File: src/hw/rtl/trle_pkg.sv
package trle_pkg;

	// Pixel codings selected by the format register
	typedef enum logic [1:0] {
		FMT_GRAY8  = 2'd0,
		FMT_RGB15  = 2'd1,
		FMT_BGR24  = 2'd2,
		FMT_BGRA32 = 2'd3
	} fmt_t;

	// Where the decoder stands within a packet
	typedef enum logic [0:0] {
		PH_HEADER = 1'b0,
		PH_PIXEL  = 1'b1
	} phase_t;

	// Configuration register indexes
	typedef enum logic [1:0] {
		REG_FORMAT = 2'd0,
		REG_WIDTH  = 2'd1,
		REG_HEIGHT = 2'd2,
		REG_NONE   = 2'd3
	} reg_idx_t;

	typedef struct packed {
		logic [7:0] red;
		logic [7:0] green;
		logic [7:0] blue;
		logic [7:0] alpha;
	} rgba_t;

	localparam logic [7:0] ALPHA_SOLID = 8'd255;
	localparam logic [6:0] COUNT_MASK  = 7'h7F;

	// 5-bit to 8-bit channel widening
	localparam logic [7:0] WIDEN5 [32] = '{
		8'd0,   8'd8,   8'd16,  8'd25,  8'd33,  8'd41,  8'd49,  8'd58,
		8'd66,  8'd74,  8'd82,  8'd90,  8'd99,  8'd107, 8'd115, 8'd123,
		8'd132, 8'd140, 8'd148, 8'd156, 8'd165, 8'd173, 8'd181, 8'd189,
		8'd197, 8'd206, 8'd214, 8'd222, 8'd230, 8'd239, 8'd247, 8'd255
	};

endpackage

File: src/hw/rtl/trle_pixel_unpack.sv
module trle_pixel_unpack (
	input  trle_pkg::fmt_t  fmt,
	input  logic [23:0]     pixel_bytes,
	input  logic [7:0]      data_byte,
	output trle_pkg::rgba_t pixel
);

	logic [15:0] packed15;

	assign packed15 = {data_byte, pixel_bytes[7:0]};

	// Map the gathered bytes plus the closing byte onto RGBA
	always_comb begin
		pixel.red   = '0;
		pixel.green = '0;
		pixel.blue  = '0;
		pixel.alpha = trle_pkg::ALPHA_SOLID;
		case (fmt)
			trle_pkg::FMT_GRAY8: begin
				pixel.red = data_byte;
			end
			trle_pkg::FMT_RGB15: begin
				pixel.blue  = trle_pkg::WIDEN5[packed15[4:0]];
				pixel.green = trle_pkg::WIDEN5[packed15[9:5]];
				pixel.red   = trle_pkg::WIDEN5[packed15[14:10]];
			end
			trle_pkg::FMT_BGR24: begin
				pixel.blue  = pixel_bytes[7:0];
				pixel.green = pixel_bytes[15:8];
				pixel.red   = data_byte;
			end
			trle_pkg::FMT_BGRA32: begin
				pixel.blue  = pixel_bytes[7:0];
				pixel.green = pixel_bytes[15:8];
				pixel.red   = pixel_bytes[23:16];
				pixel.alpha = data_byte;
			end
			default: begin
				pixel.alpha = trle_pkg::ALPHA_SOLID;
			end
		endcase
	end

endmodule

File: src/hw/rtl/tga_rle_truecolor_pixel_decoder_unit.sv
// Run-length coded truecolor pixel decoder. Takes one byte of coded pixel data
// per beat and gives at most one RGBA pixel per byte, with its repeat count
// (1 for raw packets, the clipped run length for run packets). Sustained rate
// is one byte per clock while out_stall is low; each byte passes an input
// register and then a result register, from which its result is presented.
// The image pixel count (width times height, zero dimensions counted as one)
// is formed by a 16x16 multiplier at the first header byte of each image.
// A byte with final_byte set ends the image; an early end gives truncated,
// with an empty result (repeat_count 0) when no pixel was completed by that
// byte. Write configuration only while the decoder is idle.
module tga_rle_truecolor_pixel_decoder_unit (
	input  logic        clk,
	input  logic        arst_n,
	// configuration write channel
	input  logic        cfg_valid,
	output logic        cfg_ready,
	input  logic [1:0]  cfg_index,
	input  logic [15:0] cfg_data,
	// coded byte input
	input  logic        in_valid,
	output logic        in_stall,
	input  logic [7:0]  data_byte,
	input  logic        final_byte,
	// pixel output
	output logic        out_valid,
	input  logic        out_stall,
	output logic [7:0]  chan_red,
	output logic [7:0]  chan_green,
	output logic [7:0]  chan_blue,
	output logic [7:0]  chan_alpha,
	output logic [7:0]  repeat_count,
	output logic        last_pixel,
	output logic        all_opaque,
	output logic        truncated
);

	// configuration registers
	trle_pkg::fmt_t fmt_q;
	logic [15:0]    width_q;
	logic [15:0]    height_q;

	// input stage
	logic           valid_s1;
	logic [7:0]     byte_s1;
	logic           fin_s1;

	// decoder state
	trle_pkg::phase_t phase_q, phase_n;
	logic [7:0]     packet_left_q, packet_left_n;
	logic           run_q, run_n;
	logic [1:0]     bip_q, bip_n;
	logic [23:0]    pixel_bytes_q, pixel_bytes_n;
	logic [31:0]    pixels_left_q, pixels_left_n;
	logic           opaque_q, opaque_n;
	logic           done_q, done_n;

	// result
	logic           emit;
	trle_pkg::rgba_t res_pix;
	logic [7:0]     res_rep;
	logic           res_last;
	logic           res_trunc;
	logic           res_opaque;
	logic           out_valid_q;

	logic           adv;
	logic           accept;
	trle_pkg::rgba_t unpacked;
	logic [15:0]    dim_w;
	logic [15:0]    dim_h;
	logic [31:0]    image_pixels;
	logic [7:0]     rep;
	logic [31:0]    left_after;

	assign cfg_ready = 1'b1;

	// Register configuration writes
	always_ff @(posedge clk or negedge arst_n) begin
		if (!arst_n) begin
			fmt_q    <= trle_pkg::FMT_BGR24;
			width_q  <= 16'd1;
			height_q <= 16'd1;
		end else if (cfg_valid && cfg_ready) begin
			case (trle_pkg::reg_idx_t'(cfg_index))
				trle_pkg::REG_FORMAT: fmt_q    <= trle_pkg::fmt_t'(cfg_data[1:0]);
				trle_pkg::REG_WIDTH:  width_q  <= cfg_data;
				trle_pkg::REG_HEIGHT: height_q <= cfg_data;
				default: begin
				end
			endcase
		end
	end

	// Advance the input beat when the result register can take its outcome
	assign adv      = valid_s1 && (!out_valid_q || !out_stall);
	assign in_stall = valid_s1 && !adv;
	assign accept   = in_valid && !in_stall;

	always_ff @(posedge clk or negedge arst_n) begin
		if (!arst_n) begin
			valid_s1 <= 1'b0;
		end else if (accept) begin
			valid_s1 <= 1'b1;
		end else if (adv) begin
			valid_s1 <= 1'b0;
		end
	end

	always_ff @(posedge clk) begin
		if (accept) begin
			byte_s1 <= data_byte;
			fin_s1  <= final_byte;
		end
	end

	trle_pixel_unpack u_unpack (
		.fmt         (fmt_q),
		.pixel_bytes (pixel_bytes_q),
		.data_byte   (byte_s1),
		.pixel       (unpacked)
	);

	// Pixel count of a new image
	assign dim_w        = (width_q == '0) ? 16'd1 : width_q;
	assign dim_h        = (height_q == '0) ? 16'd1 : height_q;
	assign image_pixels = {16'd0, dim_w} * {16'd0, dim_h};

	// Clip a run to what the image still lacks
	always_comb begin
		if (!run_q) begin
			rep = 8'd1;
		end else if (pixels_left_q < {24'd0, packet_left_q}) begin
			rep = pixels_left_q[7:0];
		end else begin
			rep = packet_left_q;
		end
	end

	assign left_after = pixels_left_q - {24'd0, rep};

	// Next state and result for the byte in the input stage
	always_comb begin
		phase_n       = phase_q;
		packet_left_n = packet_left_q;
		run_n         = run_q;
		bip_n         = bip_q;
		pixel_bytes_n = pixel_bytes_q;
		pixels_left_n = pixels_left_q;
		opaque_n      = opaque_q;
		done_n        = done_q;
		emit          = 1'b0;
		res_pix       = '0;
		res_rep       = '0;
		res_last      = 1'b0;
		res_trunc     = 1'b0;
		res_opaque    = opaque_q;
		if (!done_q) begin
			if (phase_q == trle_pkg::PH_HEADER) begin
				if (pixels_left_q == '0) begin
					pixels_left_n = image_pixels;
				end
				packet_left_n = {1'b0, byte_s1[6:0] & trle_pkg::COUNT_MASK} + 8'd1;
				run_n         = byte_s1[7];
				phase_n       = trle_pkg::PH_PIXEL;
				bip_n         = '0;
				pixel_bytes_n = '0;
				if (fin_s1) begin
					emit      = 1'b1;
					res_trunc = 1'b1;
				end
			end else if (bip_q < fmt_q) begin
				// gather one more byte of the pixel
				case (bip_q)
					2'd0: pixel_bytes_n[7:0]   = pixel_bytes_q[7:0] | byte_s1;
					2'd1: pixel_bytes_n[15:8]  = pixel_bytes_q[15:8] | byte_s1;
					2'd2: pixel_bytes_n[23:16] = pixel_bytes_q[23:16] | byte_s1;
					default: pixel_bytes_n     = pixel_bytes_q;
				endcase
				bip_n = bip_q + 2'd1;
				if (fin_s1) begin
					emit      = 1'b1;
					res_trunc = 1'b1;
				end
			end else begin
				// pixel complete
				opaque_n      = opaque_q && (unpacked.alpha == trle_pkg::ALPHA_SOLID);
				res_opaque    = opaque_n;
				packet_left_n = run_q ? 8'd0 :
					((packet_left_q == '0) ? 8'd0 : packet_left_q - 8'd1);
				pixels_left_n = left_after;
				bip_n         = '0;
				pixel_bytes_n = '0;
				if (packet_left_n == '0) begin
					phase_n = trle_pkg::PH_HEADER;
				end
				res_last = (left_after == '0);
				if (res_last) begin
					done_n = 1'b1;
				end
				emit      = 1'b1;
				res_pix   = unpacked;
				res_rep   = rep;
				res_trunc = fin_s1 && !res_last;
			end
		end
		// a final byte always rearms for the next image
		if (fin_s1) begin
			phase_n       = trle_pkg::PH_HEADER;
			packet_left_n = '0;
			run_n         = 1'b0;
			bip_n         = '0;
			pixel_bytes_n = '0;
			pixels_left_n = '0;
			opaque_n      = 1'b1;
			done_n        = 1'b0;
		end
	end

	// Hold decoder state, advance on each processed beat
	always_ff @(posedge clk or negedge arst_n) begin
		if (!arst_n) begin
			phase_q       <= trle_pkg::PH_HEADER;
			packet_left_q <= '0;
			run_q         <= 1'b0;
			bip_q         <= '0;
			pixel_bytes_q <= '0;
			pixels_left_q <= '0;
			opaque_q      <= 1'b1;
			done_q        <= 1'b0;
		end else if (adv) begin
			phase_q       <= phase_n;
			packet_left_q <= packet_left_n;
			run_q         <= run_n;
			bip_q         <= bip_n;
			pixel_bytes_q <= pixel_bytes_n;
			pixels_left_q <= pixels_left_n;
			opaque_q      <= opaque_n;
			done_q        <= done_n;
		end
	end

	// Result register
	always_ff @(posedge clk or negedge arst_n) begin
		if (!arst_n) begin
			out_valid_q <= 1'b0;
		end else if (adv) begin
			out_valid_q <= emit;
		end else if (!out_stall) begin
			out_valid_q <= 1'b0;
		end
	end

	// The reported flag is the value before a final byte rearms it
	always_ff @(posedge clk) begin
		if (adv && emit) begin
			chan_red     <= res_pix.red;
			chan_green   <= res_pix.green;
			chan_blue    <= res_pix.blue;
			chan_alpha   <= res_pix.alpha;
			repeat_count <= res_rep;
			last_pixel   <= res_last;
			all_opaque   <= res_opaque;
			truncated    <= res_trunc;
		end
	end

	assign out_valid = out_valid_q;

endmodule
File: config.mk
export PLATFORM = sky130hd
export DESIGN_NAME = tga_rle_truecolor_pixel_decoder_unit
export DESIGN_NICKNAME = d
export VERILOG_FILES = /design/src/hw/rtl/trle_pkg.sv /design/src/hw/rtl/trle_pixel_unpack.sv /design/src/hw/rtl/tga_rle_truecolor_pixel_decoder_unit.sv
export SDC_FILE = /design/constraint.sdc
export NUM_CORES = 1
export LEC_CHECK = 0
export ABC_AREA = 1
export CAP_MARGIN = 25
export CORE_AREA = 2 2 185 187
export CTS_CLUSTER_DIAMETER = 60
export DETAILED_ROUTE_END_ITERATION = 7
export DIE_AREA = 0 0 187 189
export DONT_BUFFER_PORTS = 1
export GPL_ROUTABILITY_DRIVEN = 0
export PLACE_DENSITY = 0.7
export SYNTH_ARGS = -nofsm -noshare
export SYNTH_HDL_FRONTEND = slang
export SYNTH_HIERARCHICAL = 1
export SYNTH_SLANG_ARGS = --single-unit
File: constraint.sdc
create_clock -name clk -period 6.2 [get_ports clk]
set_clock_uncertainty 0.15 [all_clocks]
set_input_delay 0.31 -clock clk [delete_from_list [all_inputs] [get_ports clk]]
set_output_delay 0.31 -clock clk [all_outputs]
set_load 0.05 [all_outputs]
==> results.toml, run 1 <==
[layout]
fin_nets = 2799
fill_cells = 3037
areaGrowthSynthToFinish_pct = 8.52
final_cell_mix = "580 x nand2_1, 577 x inv_1, 205 x nor2_1"
layout_commonest_cell = "nand2_1"
n_antenna_cell = 0
final_layout_size_suffix_gt1_share_pct = 6.55

[worst_setup_path]
reg2reg_slack_ns = 0.28
path_max_fanout = 6
r2r-end = "pixels_left_q[21]$_DFFE_PN0P_"
endpoint = "pixels_left_q[21]$_DFFE_PN0P_"
cp.arrival_ns = 6.09
r2r-start = "width_q[10]$_DFFE_PN0P_"
setup.worst_path.end_class = "register"
startpoint = "width_q[10]$_DFFE_PN0P_"
crit_path_start_kind = "register"
worstRegToRegCells = 25
required_ns = 6.36
crit_type = "register to register"

[cts]
clkLatencyLatePin_ns = 0.44
clock-sinks = 158
cts.reportedPaths.clkPinSlew_ns = 0.07
cts_buffer_depth = 2
h-tree-depth = 4
cts_tree = "done"
cts_buffers = 17
cts-root-buf = "clkbuf_16"

[floorplan]
fp.dieArea_sq_mm = 0.0353
io_pins = 78
core_sq_mm = 0.0333
die_x_um = 187
num_rows = 67
die_y_um = 189
start_util_pct = 54.6

[routing]
num_vias = 15700
wire_per_inst_um = 15.8
vias_per_cell = 5.41
wirelength_mm = 45.9
drt-pass1-iter-count = 6
dr.first_iter.drc_count = 1270
antenna_left = 0
drcViolationCount = 0

[run_status]
status = "finished clean"

[global_routing]
grt_pass1_wl_mm = 78.0
antenna_found_initial = 0
grt_max_degree = 107
grt_pass1_vias = 15900
grt_overflow_total = 0
grt_usage_pct = 27.2

[placed_design]
io_buffers = 0
dpl.hpwl_mm = 35.5

[sta]
tightest_slew_ns = 1.01
slew_headroom_pct = 32.3
fin_crit_sh_pct = 95.5
finalSetupViolations = 0
finalCriticalPeriod_ns = 5.92
fmaxAchievable_mhz = 169
hold_violations = 0
setup_tns_ns = 0
drv_slew = 0

[yosys]
synth.ff_latch_count = 158
ys_warn_count = 6
ys_types = 54
synth_async_sr_flop_share_pct = 67.1
synth-edff-count = 52
netlist_top_cells_area = "fa_1 21%, dfrtp_1 14%, nand2_1 12%"
netlist_area_sq_mm = 0.0182
synth_largest_area_cell = "fa_1"
seq_area_frac_synth_pct = 23.2
synth_area_per_cell_sq_um = 7.44
synth_nets = 2796
netlist_instances = 2443
synth_flop_cell = "dfrtp_1"
synth_top_area_share_pct = 21.5

[min_path]
min_path_type = "input pin to register"

[flow_run]
cap_viol_max_count = 0
[critical path: stages, from the launching register on]
cell and delay, ns:
dfrtp_2 0.47, nor4_2 0.30, nand4_1 0.14, nand2_2 0.19
buf_4 0.13, nand2_1 0.06, fa_1 0.38, inv_1 0.09
fa_1 0.44, ha_1 0.20, inv_1 0.06, fa_1 0.45
fa_1 0.56, inv_1 0.05, fa_1 0.44, ha_1 0.34
nand2_1 0.09, nand2_1 0.05, a21oi_1 0.33, buf_4 0.19
o21ai_0 0.10, nand3_1 0.11, nand2_1 0.07, xor2_1 0.16
nor2_1 0.16, o22ai_1 0.09
[per-stage QoR]
stage / hold WS (ns) / area, sq um / worst slack, ns / utilization, % / std cells
finish: 0.0494 / 19700 / 0.276 / 59.3 / 2907
CTS: 0.0224 / 19600 / 0.0579 / 58.9 / 2906
detailed placement: -0.126 / 18700 / 0.0710 / 56.1 / 2842
global placement: -0.130 / 18700 / 0.142 / 56.1 / 2842
floorplan: -0.136 / 18200 / 0.461 / - / 2443
global route: 0.0864 / 19700 / -0.00382 / 59.3 / 2907
[layout make-up]
type                            count  area, sq um  area share [%]
Clock buffer                       18          439            2.23
Clock inverter                     14          154           0.780
Inverter                          588         2220            11.2
Multi-Input combinational cell   1604        11400            58.0
Sequential cell                   158         4230            21.4
Tap cell                          448          561            2.84
Timing Repair Buffer               77          691            3.50
[layer usage]
metal	global-route usage, %	wire [um]	up-vias
met2	49.0	23200	611
li1	-	-	7430
met1	33.9	18600	7582
met4	9.98	1510	0
met3	2.85	2560	118
met5	0	0	-
[flip-flops by register name, summed over array words and instances, names as in the netlist, 2 cells and up]
signal / cells
repeat_count: 8
pixels_left_q: 32
fmt_q: 2
chan_green: 8
chan_red: 8
packet_left_q: 8
bip_q: 2
chan_blue: 8
byte_s1: 8
height_q: 16
chan_alpha: 8
pixel_bytes_q: 24
width_q: 16
[repair_timing]
action | in CTS | in global routing
setup endpoints to repair | 0 | 17
hold buffers | 32 | 0
resized for setup | 0 | 33
hold endpoints to repair | 151 | 0
buffers inserted | 0 | 1
[Yosys cell counts, drive strengths merged (2+ instances only)]
cell    number
dfrtp      102
nor3        14
o21bai       5
ha         126
o22ai       14
a21boi       2
fa         195
a21oi       75
inv        588
o32ai        3
nand2      599
edfxtp      52
xnor2        4
o221ai       5
dfstp        4
nand3       94
nand4       27
a31oi        5
nand3b       6
o21ai      152
xor2        18
clkbuf      67
nor4        12
or2          3
a22oi        4
o21a         4
buf         26
o211ai      12
o31ai        3
nor2       217
[kinds of logic after synthesis]
family          after synthesis  share of synthesized area (%)
other cells                   1                         0.0206
fa+ha+maj                   321                           30.1
flops                       158                           23.2
buf+inv                     681                           14.4
simple gates                972                           22.4
xor+xnor                     22                           1.06
compound gates              288                           8.81
[worst min path at each step]
| stage | cells past startpoint | startpoint | end |
|---|---|---|---|
| 2_1_floorplan | 0 | arst_n | bip_q[0]$_DFFE_PN0P_ |
| 3_3_place_gp | 0 | arst_n | pixels_left_q[30]$_DFFE_PN0P_ |
| 3_5_place_dp | 0 | arst_n | height_q[14]$_DFFE_PN0P_ |
| 4_1_cts | 4 | cfg_index[1] | fmt_q[0]$_DFFE_PN0P_ |
| 5_1_grt | 4 | cfg_index[1] | fmt_q[0]$_DFFE_PN0P_ |
| 6_report | 4 | cfg_index[1] | fmt_q[0]$_DFFE_PN0P_ |
Power of run 1 is not shown: default switching activity piles up to over one toggle a cycle in this logic, so the estimate is an artifact.
==> run 2, diff against run 1 <==
--- a/config.mk
+++ b/config.mk
@@ -6,10 +6,9 @@
 export NUM_CORES = 1
 export LEC_CHECK = 0
-export ABC_AREA = 1
 export CAP_MARGIN = 25
-export CORE_AREA = 2 2 185 187
+export CORE_AREA = 2 2 181 183
 export CTS_CLUSTER_DIAMETER = 60
 export DETAILED_ROUTE_END_ITERATION = 7
-export DIE_AREA = 0 0 187 189
+export DIE_AREA = 0 0 183 185
 export DONT_BUFFER_PORTS = 1
 export GPL_ROUTABILITY_DRIVEN = 0
==> constraint.sdc (replaced) <==
create_clock -name clk -period 6.2 [get_ports clk]
set_clock_uncertainty 0.15 [all_clocks]
set_input_delay 0.93 -clock clk [delete_from_list [all_inputs] [get_ports clk]]
set_output_delay 0.93 -clock clk [all_outputs]
set_load 0.05 [all_outputs]
==> results.toml, run 2 <==
[yosys]
synth_flop_cell = "dfrtp_1"
synth_area_per_cell_sq_um = 9.12
netlist_top_cells_area = "fa_1 23%, dfrtp_1 15%, ha_1 9.1%"
synth.ff_latch_count = 158
synth_largest_area_cell = "fa_1"
ys_types = 83
synth_nets = 2253
yosysMostFrequentCell = "inv_1"
ys_warn_count = 6
netlist_area_sq_mm = 0.0173
synth_top_area_share_pct = 22.5
synth-edff-count = 52
synth_commonest_cells = "262 x inv_1, 220 x nand2_1, 195 x fa_1"
netlist_instances = 1900
synth_async_sr_flop_share_pct = 67.1
seq_area_frac_synth_pct = 24.3

[layout]
layout_commonest_cell = "inv_1"
n_antenna_cell = 0
utilization_pct = 60.1
reg_top3 = "pixels_left_q x32, pixel_bytes_q x24"
regMostFlops = "pixels_left_q"
largest_register_ffs = 32
final_layout_size_suffix_gt1_share_pct = 14.5
areaGrowthSynthToFinish_pct = 11.1
final_cell_mix = "249 x inv_1, 218 x nand2_1, 185 x fa_1"
fin_nets = 2265

[routing]
dr.first_iter.drc_count = 1114
wirelength_mm = 43.7
vias_per_cell = 5.93
drt-pass1-iter-count = 5
drcViolationCount = 0
num_vias = 13800
antenna_left = 0
wire_per_inst_um = 18.7

[sta]
finalCriticalPeriod_ns = 6.20
finalSetupViolations = 0
hold_violations = 0
slew_headroom_pct = 28.4
rsz0062_at_grt = "true"
drv_slew = 0
hold_slack_ns = 0.0297
setup_slack_ns = 0.00120
tightest_slew_ns = 1.07
fmaxAchievable_mhz = 161
setup_tns_ns = 0
fin_crit_sh_pct = 100

[worst_setup_path]
setup.worst_path.end_class = "register"
crit_path_start_kind = "register"
cp.arrival_ns = 6.34
required_ns = 6.34
crit_type = "register to register"
crit_family = "adder cells"
r2r-start = "width_q[13]$_DFFE_PN0P_"
path_max_fanout = 6
r2r-end = "pixels_left_q[21]$_DFFE_PN0P_"
reg2reg_slack_ns = 0.001
worstRegToRegCells = 22
max_stage_delay_ns = 0.57
crit_path_top_delay_cell = "fa_2"
worstPathCellList = "nor4_4, a41oi_4, nand2b_4, fa_2, inv_2, fa_1, fa_2, fa_2, fa_1, inv_1, fa_1, inv_2, ha_4, buf_6, nand2_2, nor2_2, o41ai_2, nand3_2, buf_6, a31oi_4, xor2_1, o221ai_1"
critPathBufInv = 5

[floorplan]
start_util_pct = 54.1
core_sq_mm = 0.0320
die_y_um = 185
fp.dieArea_sq_mm = 0.0339
die_x_um = 183
num_rows = 66
io_pins = 78

[cts]
clkLatencyLatePin_ns = 0.44
clock-sinks = 158
postCtsHoldBufs = 0
cts-root-buf = "clkbuf_16"
cts.reportedPaths.clkPinSlew_ns = 0.08
cts_buffers = 17
cts_tree = "done"
cts_buffer_depth = 2
h-tree-depth = 4

[placed_design]
dpl.hpwl_mm = 32.9
io_buffers = 0
dpl_worst_slack_ns = -0.273

[global_routing]
grt_pass1_vias = 14000
grt_usage_pct = 26.6
grt_pass1_wl_mm = 71.8
antenna_found_initial = 0
grt_overflow_total = 0
grt_max_degree = 107

[min_path]
min_path_type = "input pin to async pin"

[flow_run]
cap_viol_max_count = 0

[run_status]
status = "finished clean"
[run 2: cell types whose count changed after synthesis, moves of 40 or more]
cell     delta
and2_1    +108
inv_1     -316
mux2_2     +40
nand2_1   -361
o21ai_0    -66
nor2_1    -102
nand3_1    -63
[run 2: repair_timing]
action / in CTS / in global routing
endpoints found under the setup margin: 14 / 17
pin swaps: 25 / 36
hold endpoints to repair: 0 / 0
setup buffers: 7 / 4
gates resized for setup: 42 / 68
[run 2: logic make-up after synthesis]
family	synth area share, %
muxes	2.95
xor gates and xnor gates	2.48
adders and majority gates	31.6
other	0.0216
and+or+nand+nor	19.3
AOI/OAI and AO/OA	11.5
DFF	24.3
buffers and inverters	7.78
[run 2: cell type report]
| cell class | instances | area, sq um |
|---|---|---|
| Timing Repair Buffer | 85 | 688 |
| Multi-Input combinational cell | 1388 | 12300 |
| Clock buffer | 18 | 439 |
| Inverter | 262 | 983 |
| Sequential cell | 158 | 4230 |
| Fill cell | 2733 | 12800 |
| Tap cell | 408 | 510 |
| Clock inverter | 14 | 146 |
[run 2: per-stage QoR]
step / std cells / instance area (sq um)
after CTS: 2331 / 19000
after global routing: 2333 / 19300
after floorplan: 1900 / 17400
after detailed placement: 2292 / 18100
final: 2333 / 19300
after global placement: 2292 / 18100
[run 2: worst reg2reg max path, cell delays in order, from the launching register on]
cell and delay (ns):
dfrtp_1 0.41, nor4_4 0.37, a41oi_4 0.20, nand2b_4 0.19
fa_2 0.37, inv_2 0.07, fa_1 0.44, fa_2 0.57
fa_2 0.44, fa_1 0.48, inv_1 0.05, fa_1 0.49
inv_2 0.05, ha_4 0.22, buf_6 0.13, nand2_2 0.08
nor2_2 0.05, o41ai_2 0.39, nand3_2 0.21, buf_6 0.18
a31oi_4 0.19, xor2_1 0.18, o221ai_1 0.13
[run 2: worst max path at each step]
| stage | start | to | slack, ns | cells after the start |
|---|---|---|---|---|
| after floorplan | width_q[12]$_DFFE_PN0P_ | pixels_left_q[31]$_DFFE_PN0P_ | -0.007 | 24 |
| after global placement | width_q[7]$_DFFE_PN0P_ | pixels_left_q[29]$_DFFE_PN0P_ | -0.17 | 22 |
| after detailed placement | width_q[11]$_DFFE_PN0P_ | pixels_left_q[29]$_DFFE_PN0P_ | -0.27 | 22 |
| after CTS | width_q[4]$_DFFE_PN0P_ | pixels_left_q[31]$_DFFE_PN0P_ | -0.03 | 21 |
| after global routing | width_q[11]$_DFFE_PN0P_ | pixels_left_q[26]$_DFFE_PN0P_ | -0.22 | 24 |
| final | width_q[13]$_DFFE_PN0P_ | pixels_left_q[21]$_DFFE_PN0P_ | 0.001 | 22 |
[run 2: layer usage]
metal | global-route usage (%) | routed length [um]
met5 | 0 | 0
met4 | 9.34 | 1170
met3 | 4.44 | 2140
met2 | 46.5 | 22000
met1 | 33.6 | 18400
Power of run 2 is left out for the same reason.
